==> config.mk <==
export PLATFORM = sky130hd
export DESIGN_NAME = deadline_timer_queue_flat
export DESIGN_NICKNAME = d
export VERILOG_FILES = /design/src/hdl/dtq_pkg.sv /design/src/hdl/dtq_req_if.sv /design/src/hdl/dtq_rsp_if.sv /design/src/hdl/deadline_timer_queue.sv /design/src/hdl/dtq_datapath.sv /design/src/hdl/dtq_ctrl.sv /design/src/flat_wrapper.sv
export SDC_FILE = /design/constraint.sdc
export NUM_CORES = 2
export LEC_CHECK = 0
export BUFFER_PORTS_ARGS = -buffer_cell sky130_fd_sc_hd__buf_2
export CAP_MARGIN = 25
export CORE_MARGIN = 10
export CORE_UTILIZATION = 43
export DETAILED_ROUTE_END_ITERATION = 16
export PLACE_DENSITY = 0.57
export SYNTH_ARGS = -nofsm -noshare
export SYNTH_HDL_FRONTEND = slang
export SYNTH_SLANG_ARGS = --single-unit
==> constraint.sdc <==
create_clock -name clk_i -period 9.5 [get_ports clk_i]
set_input_delay 0.95 -clock clk_i [delete_from_list [all_inputs] [get_ports clk_i]]
set_output_delay 0.95 -clock clk_i [all_outputs]
set_load 0.03 [all_outputs]
==> src/hdl/dtq_pkg.sv <==
// Shared types, codes and constants of the deadline timer queue.
package dtq_pkg;

  // Request command codes
  localparam logic [2:0] CMD_SCHED_ABS = 3'd0;
  localparam logic [2:0] CMD_SCHED_REL = 3'd1;
  localparam logic [2:0] CMD_CANCEL    = 3'd2;
  localparam logic [2:0] CMD_POLL      = 3'd3;
  localparam logic [2:0] CMD_CLEAR     = 3'd4;

  // Result status codes
  localparam logic [2:0] ST_DONE    = 3'd0;
  localparam logic [2:0] ST_FULL    = 3'd1;
  localparam logic [2:0] ST_NULL    = 3'd2;
  localparam logic [2:0] ST_NONE    = 3'd3;
  localparam logic [2:0] ST_EXPIRED = 3'd4;

  // Upper bound on entries released by one poll
  localparam int unsigned MAX_RESULTS = 16;
  localparam int unsigned POLL_W      = $clog2(MAX_RESULTS + 1);

  typedef enum logic [2:0] {
    S_IDLE,
    S_CALC,
    S_CANCEL,
    S_POLL,
    S_RESP
  } state_e;

  // Controller to datapath commands
  typedef struct packed {
    logic req_load;
    logic calc;
    logic cancel_step;
    logic poll_pop;
    logic resp_fire;
  } ctrl_t;

  // Datapath to controller status
  typedef struct packed {
    logic run_cancel;
    logic is_poll;
    logic steps_zero;
    logic poll_due;
    logic poll_more;
  } stat_t;

endpackage

==> src/hdl/dtq_req_if.sv <==
// Request channel: valid/ready handshake with the command payload.
interface dtq_req_if;
  logic        valid;
  logic        ready;
  logic [2:0]  cmd;
  logic [15:0] conn_id;
  logic [31:0] time_value;
  logic [31:0] delay_secs;

  modport source (output valid, output cmd, output conn_id, output time_value,
                  output delay_secs, input ready);
  modport sink (input valid, input cmd, input conn_id, input time_value,
                input delay_secs, output ready);
endinterface

==> src/hdl/dtq_rsp_if.sv <==
// Result channel: valid/ready handshake with the result payload.
interface dtq_rsp_if;
  logic        valid;
  logic        ready;
  logic [15:0] out_id;
  logic [31:0] out_deadline;
  logic [2:0]  status;
  logic        last;

  modport source (output valid, output out_id, output out_deadline, output status,
                  output last, input ready);
  modport sink (input valid, input out_id, input out_deadline, input status,
                input last, output ready);
endinterface

==> src/hdl/deadline_timer_queue.sv <==
// Top level of the deadline timer queue: controller plus datapath.
//
// Usage: requests enter on req_i (valid/ready), results leave on rsp_o.
// Each request carries a command: schedule at an absolute deadline,
// schedule at time_value + delay_secs (saturating), cancel all entries of
// an owner, poll due entries, or clear. Owner id 0 is ignored.
// One request is worked on at a time; req_i.ready is high only when idle.
// Steps per request, after the accept in S_IDLE:
//   schedule, clear, unused codes: S_CALC (decode/deadline), then S_RESP.
//   cancel: S_CALC, then S_CANCEL, where the scan walks every entry held
//     one entry per cycle through the shared shift path and then sees
//     the scan done, then S_RESP responds.
//   poll: S_CALC, then S_POLL; one entry leaves the table head per cycle
//     while the receiver takes results; if none is due, S_RESP responds.
// The first result is registered in S_RESP or by the first pop in S_POLL.
// A poll yields one result per released entry (at most 16), last set on the
// final one, or one if none is due; every other request yields one result.
// A stalled receiver holds the result register; the sequencer waits and
// no result is lost or repeated. Reset empties the table at once and
// leaves the block idle; entry contents need no clearing.
module deadline_timer_queue import dtq_pkg::*; #(
  parameter int unsigned DEPTH = 16
) (
  input  logic    clk_i,
  input  logic    rst_ni,
  dtq_req_if.sink   req_i,
  dtq_rsp_if.source rsp_o
);

  ctrl_t ctrl;
  stat_t stat;

  // Sequence the request and hold the result valid flag
  dtq_ctrl u_ctrl (
    .clk_i       (clk_i),
    .rst_ni      (rst_ni),
    .req_valid_i (req_i.valid),
    .req_ready_o (req_i.ready),
    .rsp_valid_o (rsp_o.valid),
    .rsp_ready_i (rsp_o.ready),
    .stat_i      (stat),
    .ctrl_o      (ctrl)
  );

  // Keep the sorted table and build the result payload
  dtq_datapath #(
    .DEPTH (DEPTH)
  ) u_datapath (
    .clk_i          (clk_i),
    .rst_ni         (rst_ni),
    .ctrl_i         (ctrl),
    .stat_o         (stat),
    .cmd_i          (req_i.cmd),
    .conn_id_i      (req_i.conn_id),
    .time_value_i   (req_i.time_value),
    .delay_secs_i   (req_i.delay_secs),
    .out_id_o       (rsp_o.out_id),
    .out_deadline_o (rsp_o.out_deadline),
    .status_o       (rsp_o.status),
    .last_o         (rsp_o.last)
  );

endmodule

==> src/hdl/dtq_datapath.sv <==
// Datapath: sorted entry table, request registers and result register.
module dtq_datapath import dtq_pkg::*; #(
  parameter int unsigned DEPTH = 16
) (
  input  logic        clk_i,
  input  logic        rst_ni,
  input  ctrl_t       ctrl_i,
  output stat_t       stat_o,
  input  logic [2:0]  cmd_i,
  input  logic [15:0] conn_id_i,
  input  logic [31:0] time_value_i,
  input  logic [31:0] delay_secs_i,
  output logic [15:0] out_id_o,
  output logic [31:0] out_deadline_o,
  output logic [2:0]  status_o,
  output logic        last_o
);

  localparam int unsigned CNT_W = $clog2(DEPTH + 1);
  localparam int unsigned IDX_W = $clog2(DEPTH);

  logic [31:0] dl_mem_q  [DEPTH];
  logic [15:0] own_mem_q [DEPTH];
  logic [CNT_W-1:0] count_q, count_d;
  logic [CNT_W-1:0] steps_q, steps_d;
  logic [POLL_W-1:0] n_q, n_d;

  logic [2:0]  cmd_q;
  logic [15:0] id_q;
  logic [31:0] tv_q;
  logic [31:0] delay_q;
  logic [31:0] dl_q;

  logic [15:0] out_id_q;
  logic [31:0] out_dl_q;
  logic [2:0]  status_q;
  logic        last_q;

  logic [32:0]      sum;
  logic [31:0]      sat_dl;
  logic [DEPTH-1:0] le;
  logic             id_zero;
  logic             is_sched;
  logic             full;
  logic             do_insert;
  logic             keep;
  logic [CNT_W-1:0] wr_cnt;
  logic [IDX_W-1:0] wr_idx;
  logic [31:0]      rsp_dl;
  logic [2:0]       rsp_status;

  assign sum    = {1'b0, tv_q} + {1'b0, delay_q};
  assign sat_dl = sum[32] ? '1 : sum[31:0];

  assign id_zero   = (id_q == 16'd0);
  assign is_sched  = cmd_q inside {CMD_SCHED_ABS, CMD_SCHED_REL};
  assign full      = (count_q == CNT_W'(DEPTH));
  assign do_insert = is_sched && !id_zero && !full;
  assign keep      = (own_mem_q[0] != id_q);
  assign wr_cnt    = count_q - CNT_W'(1);
  assign wr_idx    = wr_cnt[IDX_W-1:0];

  // Occupied entries due at or before the new deadline form a prefix
  always_comb begin
    for (int i = 0; i < DEPTH; i++) begin
      le[i] = (CNT_W'(i) < count_q) && (dl_mem_q[i] <= dl_q);
    end
  end

  always_comb begin
    rsp_dl     = 32'd0;
    rsp_status = ST_DONE;
    case (cmd_q)
      CMD_SCHED_ABS, CMD_SCHED_REL: begin
        rsp_dl = dl_q;
        if (id_zero) begin
          rsp_status = ST_NULL;
        end else if (full) begin
          rsp_status = ST_FULL;
        end else begin
          rsp_status = ST_DONE;
        end
      end
      CMD_CANCEL: begin
        rsp_status = id_zero ? ST_NULL : ST_DONE;
      end
      CMD_POLL: begin
        rsp_status = ST_NONE;
      end
      default: begin
        rsp_status = ST_DONE;
      end
    endcase
  end

  always_comb begin
    stat_o.run_cancel = (cmd_q == CMD_CANCEL) && !id_zero;
    stat_o.is_poll    = (cmd_q == CMD_POLL);
    stat_o.steps_zero = (steps_q == '0);
    stat_o.poll_due   = (count_q != '0) && (n_q < POLL_W'(MAX_RESULTS)) &&
                        (dl_mem_q[0] <= tv_q);
    stat_o.poll_more  = (count_q > CNT_W'(1)) && (n_q < POLL_W'(MAX_RESULTS - 1)) &&
                        (dl_mem_q[1] <= tv_q);
  end

  always_comb begin
    count_d = count_q;
    steps_d = steps_q;
    n_d     = n_q;
    if (ctrl_i.calc) begin
      steps_d = count_q;
      n_d     = '0;
    end
    if (ctrl_i.cancel_step) begin
      steps_d = steps_q - CNT_W'(1);
      if (!keep) begin
        count_d = count_q - CNT_W'(1);
      end
    end
    if (ctrl_i.poll_pop) begin
      count_d = count_q - CNT_W'(1);
      n_d     = n_q + POLL_W'(1);
    end
    if (ctrl_i.resp_fire) begin
      if (do_insert) begin
        count_d = count_q + CNT_W'(1);
      end else if (cmd_q == CMD_CLEAR) begin
        count_d = '0;
      end
    end
  end

  always_ff @(posedge clk_i or negedge rst_ni) begin
    if (!rst_ni) begin
      count_q <= '0;
      steps_q <= '0;
      n_q     <= '0;
    end else begin
      count_q <= count_d;
      steps_q <= steps_d;
      n_q     <= n_d;
    end
  end

  // Request registers
  always_ff @(posedge clk_i) begin
    if (ctrl_i.req_load) begin
      cmd_q   <= cmd_i;
      id_q    <= conn_id_i;
      tv_q    <= time_value_i;
      delay_q <= delay_secs_i;
    end
    if (ctrl_i.calc) begin
      dl_q <= (cmd_q == CMD_SCHED_REL) ? sat_dl : tv_q;
    end
  end

  // Entry table: insert shifts up, cancel and poll shift down
  always_ff @(posedge clk_i) begin
    if (ctrl_i.resp_fire && do_insert) begin
      if (!le[0]) begin
        dl_mem_q[0]  <= dl_q;
        own_mem_q[0] <= id_q;
      end
      for (int i = 1; i < DEPTH; i++) begin
        if (!le[i]) begin
          dl_mem_q[i]  <= le[i-1] ? dl_q : dl_mem_q[i-1];
          own_mem_q[i] <= le[i-1] ? id_q : own_mem_q[i-1];
        end
      end
    end else if (ctrl_i.cancel_step || ctrl_i.poll_pop) begin
      for (int i = 0; i < DEPTH - 1; i++) begin
        dl_mem_q[i]  <= dl_mem_q[i+1];
        own_mem_q[i] <= own_mem_q[i+1];
      end
      // Rotate a kept head to the top of the occupied region
      if (ctrl_i.cancel_step && keep) begin
        dl_mem_q[wr_idx]  <= dl_mem_q[0];
        own_mem_q[wr_idx] <= own_mem_q[0];
      end
    end
  end

  // Result register
  always_ff @(posedge clk_i) begin
    if (ctrl_i.poll_pop) begin
      out_id_q <= own_mem_q[0];
      out_dl_q <= dl_mem_q[0];
      status_q <= ST_EXPIRED;
      last_q   <= !stat_o.poll_more;
    end else if (ctrl_i.resp_fire) begin
      out_id_q <= id_q;
      out_dl_q <= rsp_dl;
      status_q <= rsp_status;
      last_q   <= 1'b1;
    end
  end

  assign out_id_o       = out_id_q;
  assign out_deadline_o = out_dl_q;
  assign status_o       = status_q;
  assign last_o         = last_q;

endmodule

==> src/hdl/dtq_ctrl.sv <==
// Controller: sequences one request at a time and owns the result valid flag.
module dtq_ctrl import dtq_pkg::*; (
  input  logic  clk_i,
  input  logic  rst_ni,
  input  logic  req_valid_i,
  output logic  req_ready_o,
  output logic  rsp_valid_o,
  input  logic  rsp_ready_i,
  input  stat_t stat_i,
  output ctrl_t ctrl_o
);

  state_e state_q, state_d;
  logic   out_valid_q, out_valid_d;
  logic   slot_free;

  assign slot_free = !out_valid_q || rsp_ready_i;

  always_ff @(posedge clk_i or negedge rst_ni) begin
    if (!rst_ni) begin
      state_q     <= S_IDLE;
      out_valid_q <= 1'b0;
    end else begin
      state_q     <= state_d;
      out_valid_q <= out_valid_d;
    end
  end

  always_comb begin
    state_d     = state_q;
    ctrl_o      = '0;
    req_ready_o = 1'b0;
    case (state_q)
      S_IDLE: begin
        req_ready_o = 1'b1;
        if (req_valid_i) begin
          ctrl_o.req_load = 1'b1;
          state_d         = S_CALC;
        end
      end
      S_CALC: begin
        ctrl_o.calc = 1'b1;
        if (stat_i.run_cancel) begin
          state_d = S_CANCEL;
        end else if (stat_i.is_poll) begin
          state_d = S_POLL;
        end else begin
          state_d = S_RESP;
        end
      end
      S_CANCEL: begin
        if (stat_i.steps_zero) begin
          state_d = S_RESP;
        end else begin
          ctrl_o.cancel_step = 1'b1;
        end
      end
      S_POLL: begin
        if (!stat_i.poll_due) begin
          state_d = S_RESP;
        end else if (slot_free) begin
          ctrl_o.poll_pop = 1'b1;
          if (!stat_i.poll_more) begin
            state_d = S_IDLE;
          end
        end
      end
      S_RESP: begin
        if (slot_free) begin
          ctrl_o.resp_fire = 1'b1;
          state_d          = S_IDLE;
        end
      end
      default: begin
        state_d = S_IDLE;
      end
    endcase
  end

  always_comb begin
    out_valid_d = out_valid_q;
    if (ctrl_o.resp_fire || ctrl_o.poll_pop) begin
      out_valid_d = 1'b1;
    end else if (rsp_ready_i) begin
      out_valid_d = 1'b0;
    end
  end

  assign rsp_valid_o = out_valid_q;

endmodule

==> src/flat_wrapper.sv <==
// flat-port wrapper written by rule: the top's interface ports become plain ports
module deadline_timer_queue_flat import dtq_pkg::*;
#(
  parameter int unsigned DEPTH = 16
)
  (clk_i, rst_ni, req_i_valid, req_i_cmd, req_i_conn_id, req_i_time_value, req_i_delay_secs, req_i_ready, rsp_o_valid, rsp_o_out_id, rsp_o_out_deadline, rsp_o_status, rsp_o_last, rsp_o_ready);
  dtq_req_if req_i_i ();
  dtq_rsp_if rsp_o_i ();
  input  logic clk_i;
  input  logic rst_ni;
  input wire logic [$bits(req_i_i.valid)-1:0] req_i_valid;
  input wire logic [$bits(req_i_i.cmd)-1:0] req_i_cmd;
  input wire logic [$bits(req_i_i.conn_id)-1:0] req_i_conn_id;
  input wire logic [$bits(req_i_i.time_value)-1:0] req_i_time_value;
  input wire logic [$bits(req_i_i.delay_secs)-1:0] req_i_delay_secs;
  output wire logic [$bits(req_i_i.ready)-1:0] req_i_ready;
  output wire logic [$bits(rsp_o_i.valid)-1:0] rsp_o_valid;
  output wire logic [$bits(rsp_o_i.out_id)-1:0] rsp_o_out_id;
  output wire logic [$bits(rsp_o_i.out_deadline)-1:0] rsp_o_out_deadline;
  output wire logic [$bits(rsp_o_i.status)-1:0] rsp_o_status;
  output wire logic [$bits(rsp_o_i.last)-1:0] rsp_o_last;
  input wire logic [$bits(rsp_o_i.ready)-1:0] rsp_o_ready;
  assign req_i_i.valid = req_i_valid;
  assign req_i_i.cmd = req_i_cmd;
  assign req_i_i.conn_id = req_i_conn_id;
  assign req_i_i.time_value = req_i_time_value;
  assign req_i_i.delay_secs = req_i_delay_secs;
  assign req_i_ready = req_i_i.ready;
  assign rsp_o_valid = rsp_o_i.valid;
  assign rsp_o_out_id = rsp_o_i.out_id;
  assign rsp_o_out_deadline = rsp_o_i.out_deadline;
  assign rsp_o_status = rsp_o_i.status;
  assign rsp_o_last = rsp_o_i.last;
  assign rsp_o_i.ready = rsp_o_ready;
  deadline_timer_queue #(.DEPTH(DEPTH)) u_core (.clk_i(clk_i), .rst_ni(rst_ni), .req_i(req_i_i), .rsp_o(rsp_o_i));
endmodule
==> summary.txt <==
Clock tree
  • Clock sink count: approximately 950
  • CTS resizes: 0
  • Clock Tree Root: clkbuf_16
  • Post-CTS Setup Inserts: 0
  • CTS tree: yes
  • CTS clk-pin slew, worst paths: 60 ps
  • Worst skew pair latency: around 800 ps
  • CTS buffer count: about 110
  • H-tree depth: 3
  • Longest Clk Path Bufs: 3
  • Hold-fix buffers, CTS: 0

Worst setup path
  • CP bufs+invs: 3
  • CP arrival: about 7300 ps
  • Top delay family on crit path: simple AND/OR/NAND/NOR gates
  • Crit Path Max Fanout: 32
  • Required time worst endpoint: 9920 ps
  • Crit. End Element: register
  • CP startpoint: u_core.u_datapath.dl_q[10]$_DFFE_PP_
  • CP Class: reg2reg
  • Startpoint types: register
  • Worst-path cell chain: inv_1 > ha_1 > nand4_1 > nor4_1 > nand2_1 > nor4_1 > a31o_4 > or2_2 > buf_4 > nand2_2 > buf_4
  • Max incr delay on CP: 820 ps
  • Slowest library cell on the worst path: edfxtp_1
  • R2r startpoint: u_core.u_datapath.dl_q[10]$_DFFE_PP_

Placed design
  • Placer Congestion: 1.01
  • Dpl cell area: slightly below 70000 µm²
  • Buffers on Ports: 140
  • Dpl cells: between 8000 and 9000
  • Final HPWL DP: roughly 190000 µm

Synth
  • Syn_area_per_cell: just over 10 µm²
  • Yosys reg bits: 954
  • Post-Syn Nets: around 7000
  • Yosys warns: 0
  • Post-synth EDFFs: about 930
  • Yosys cell types: between 80 and 90
  • Sequential cell area fraction in the yosys report: between 40 and 50%
  • Cells after synthesis: between 6000 and 7000
  • Ys async rst share: 1.99%
  • Primary FF master, synth: edfxtp_1
  • Cell area after synthesis: 66100 µm²

Floorplanning
  • Full die area: 170000 µm²
  • Die H: 412 µm
  • Starting Density: between 40% and 50%
  • Chip Width: just over 400 µm
  • IO Pins: roughly 140
  • Core box area: ~150000 µm²
  • FP Rows: around 140

Detailed routing
  • Met2 wire length: between 100000 and 150000 µm
  • # DRC: 0
  • Wl on met1: 115000 µm
  • Post-route ant nets: 0
  • Routed wl met3: roughly 37000 µm
  • Starting DRT DRC Count: 8502
  • Final WL: between 200000 and 300000 µm
  • Drt pass-1 iters: 8
  • Top Metal Used: met5
  • Via density: a little under 7
  • Via Count: roughly 58000
  • Routed len/inst: 33.5 µm

STA
  • Slew margin rel.: 18.1%
  • Fin. max-slew vios: 0
  • Final hold viol count: 0
  • Max frequency: approximately 140 MHz
  • # setup viols final: 0
  • Tmin final: around 6900 ps
  • Clock Skew: around 60 ps
  • Setup TNS: 0 ps
  • Tcrit/Tclk final: around 73%
  • Worst-Margin Slew: roughly 1200 ps
  • RSZ-0062 raised after global routing: false

GRT
  • Vias in the first global route: 54800
  • Tot GR Track Use: 32.2%
  • Initial antenna violation count: 14
  • Largest net degree at the start of global routing: about 240
  • Total gr overflow: 0
  • First-pass GRT wire length: slightly above 400000 µm

Power
  • P_leak: approximately 0.028 µW
  • Final total power: approximately 26000 µW
  • Worst vdd ir: about 0.3 mV
  • Power Density: around 350 nW/µm²

Flow run
  • Maxcap violations: 0

Finish
  • Final Util: a little under half
  • Fillers: around 14000
  • Nets: 7084
  • Share of cells above drive strength 1: about a tenth
  • Finished Cell Area: a little over 70000 µm²
  • Non-Filler Instances: about 8500
  • Area delta synth->final: 9.96%

Run status
  • Status: complete, no violations

Worst hold path
  • Hold crit path type: in2async
## cell usage after synthesis, types with 25 or more instances
cell type    n  area, µm²
nand2_1    628       2360
nor2_1     406       1520
a22oi_1    144       1080
ha_1       617       7720
o211ai_1   244       1830
nand4_1    133        832
a21o_1     164       1230
o21a_1      52        390
o21ai_0    292       1460
a21oi_1    393       1970
a211oi_1    25        188
a221o_1     50        500
inv_1      152        571
a2bb2oi_1   32        280
a221oi_1    55        482
edfxtp_1   932      28000
o22ai_1    148        926
xnor2_1     38        333
clkbuf_1   349       1310
mux2_2      48        541
mux2i_1    624       6250
buf_2      193        966
o21ai_1     30        150
o221ai_1    56        490
nor2b_1     48        300
nor3_1      34        170
and3_1      65        407
nand3_1    297       1490
## layout by cell type (no fill, tap or decap), types with 11 or more instances in the layout
master | synthesis | layout
o221ai_1 | 56 | 56
a22oi_1 | 144 | 144
o211ai_1 | 244 | 244
o21ai_1 | 30 | 27
o21ai_4 | 0 | 11
nand3_1 | 297 | 296
nand2b_1 | 15 | 14
clkinv_1 | 0 | 22
o21a_1 | 52 | 50
buf_4 | 15 | 184
ha_1 | 617 | 617
and3_1 | 65 | 65
clkbuf_1 | 349 | 23
a31oi_1 | 20 | 19
clkinv_2 | 0 | 22
nor2b_1 | 48 | 48
nor2_1 | 406 | 393
nor3_1 | 34 | 32
dfrtp_1 | 19 | 19
mux2_2 | 48 | 48
clkbuf_16 | 0 | 116
inv_1 | 152 | 151
o21ai_0 | 292 | 284
nor2_4 | 0 | 14
a221oi_1 | 55 | 55
nor4_1 | 19 | 17
edfxtp_1 | 932 | 932
a211oi_1 | 25 | 24
mux2i_1 | 624 | 624
nand2_1 | 628 | 620
a221o_1 | 50 | 50
a21oi_1 | 393 | 391
xnor2_1 | 38 | 38
a2bb2oi_1 | 32 | 31
nand4_1 | 133 | 133
a21o_1 | 164 | 162
buf_2 | 193 | 140
o211ai_2 | 20 | 20
o22ai_1 | 148 | 146
## through the flow
step                      hold WS [ps]  worst slack (ps)
after CTS                          122              2770
after global routing               156              2600
after global placement             434              2870
after floorplan                    464              2640
after detailed placement           440              2790
final                              142              2580
## worst paths after layout
path                                                                 to  slack (ps)  depth (start not counted)
setup / recovery           u_core.u_datapath.dl_mem_q[10][15]$_DFFE_PP_        2580                         11
hold / removal                 u_core.u_datapath.steps_q[3]$_DFFE_PN0P_         140                          1
min in group clk_i                  u_core.u_datapath.id_q[9]$_DFFE_PP_         320                          1
max in group asynchronous          u_core.u_datapath.n_q[0]$_DFFE_PN0P_        9030                          1
hold reg to reg              u_core.u_datapath.status_o[2]$_SDFFE_PP1P_         450                          2
setup reg to reg           u_core.u_datapath.dl_mem_q[10][15]$_DFFE_PP_        2580                         11
## state kept, by name, indices dropped and copies added, names as in the netlist, 16 cells and up
name and count:
u_core.u_datapath.dl_q 32, u_core.u_datapath.tv_q 32, u_core.u_datapath.own_mem_q 256, u_core.u_datapath.delay_q 32
u_core.u_datapath.id_q 16, u_core.u_datapath.dl_mem_q 512, u_core.u_datapath.out_deadline_o 32, u_core.u_datapath.out_id_o 16
## final cells by class
| cell class | instances | area, µm² | area share [%] |
|---|---|---|---|
| diodes | 5 | 12.5 | 0.0172 |
| clock buffers | 142 | 3030 | 4.17 |
| clock inverters | 68 | 703 | 0.967 |
| inverters | 152 | 571 | 0.785 |
| multi-input cells | 4822 | 35000 | 48.2 |
| flip-flops and latches | 954 | 28500 | 39.2 |
| well taps | 2030 | 2540 | 3.49 |
| repair buffers | 335 | 2290 | 3.16 |
## cells by family after synthesis
group,share of synthesized area (%)
compound gates,18.1
xor+xnor,0.647
fa+ha+maj,11.7
buf+inv,4.61
flops,43.1
mux,10.3
simple gates,11.6
## worst reg2reg max path, stage by stage, from the launching register on
cell,delay [ps]
edfxtp_1,820
inv_1,680
ha_1,540
nand4_1,130
nor4_1,610
nand2_1,360
nor4_1,580
a31o_4,570
or2_2,710
buf_4,570
nand2_2,480
buf_4,440
## report_power, final
group          switching [µW]  leakage [µW]  internal, µW  total [µW]
Sequential               1450       0.00881          6900        8360
Combinational            8390        0.0172          4520       12900
Clock                    2020       0.00182          2520        4530
Total                   11900        0.0278         13900       25800
## layer usage
metal / track usage [%] / vias to the layer above
li1: - / 24600
met1: 44.2 / 28400
met2: 46.7 / 4010
met3: 9.74 / 724
met4: 14.0 / 10
met5: 0 / -
No activity file was read; power rests on OpenSTA's default activity.
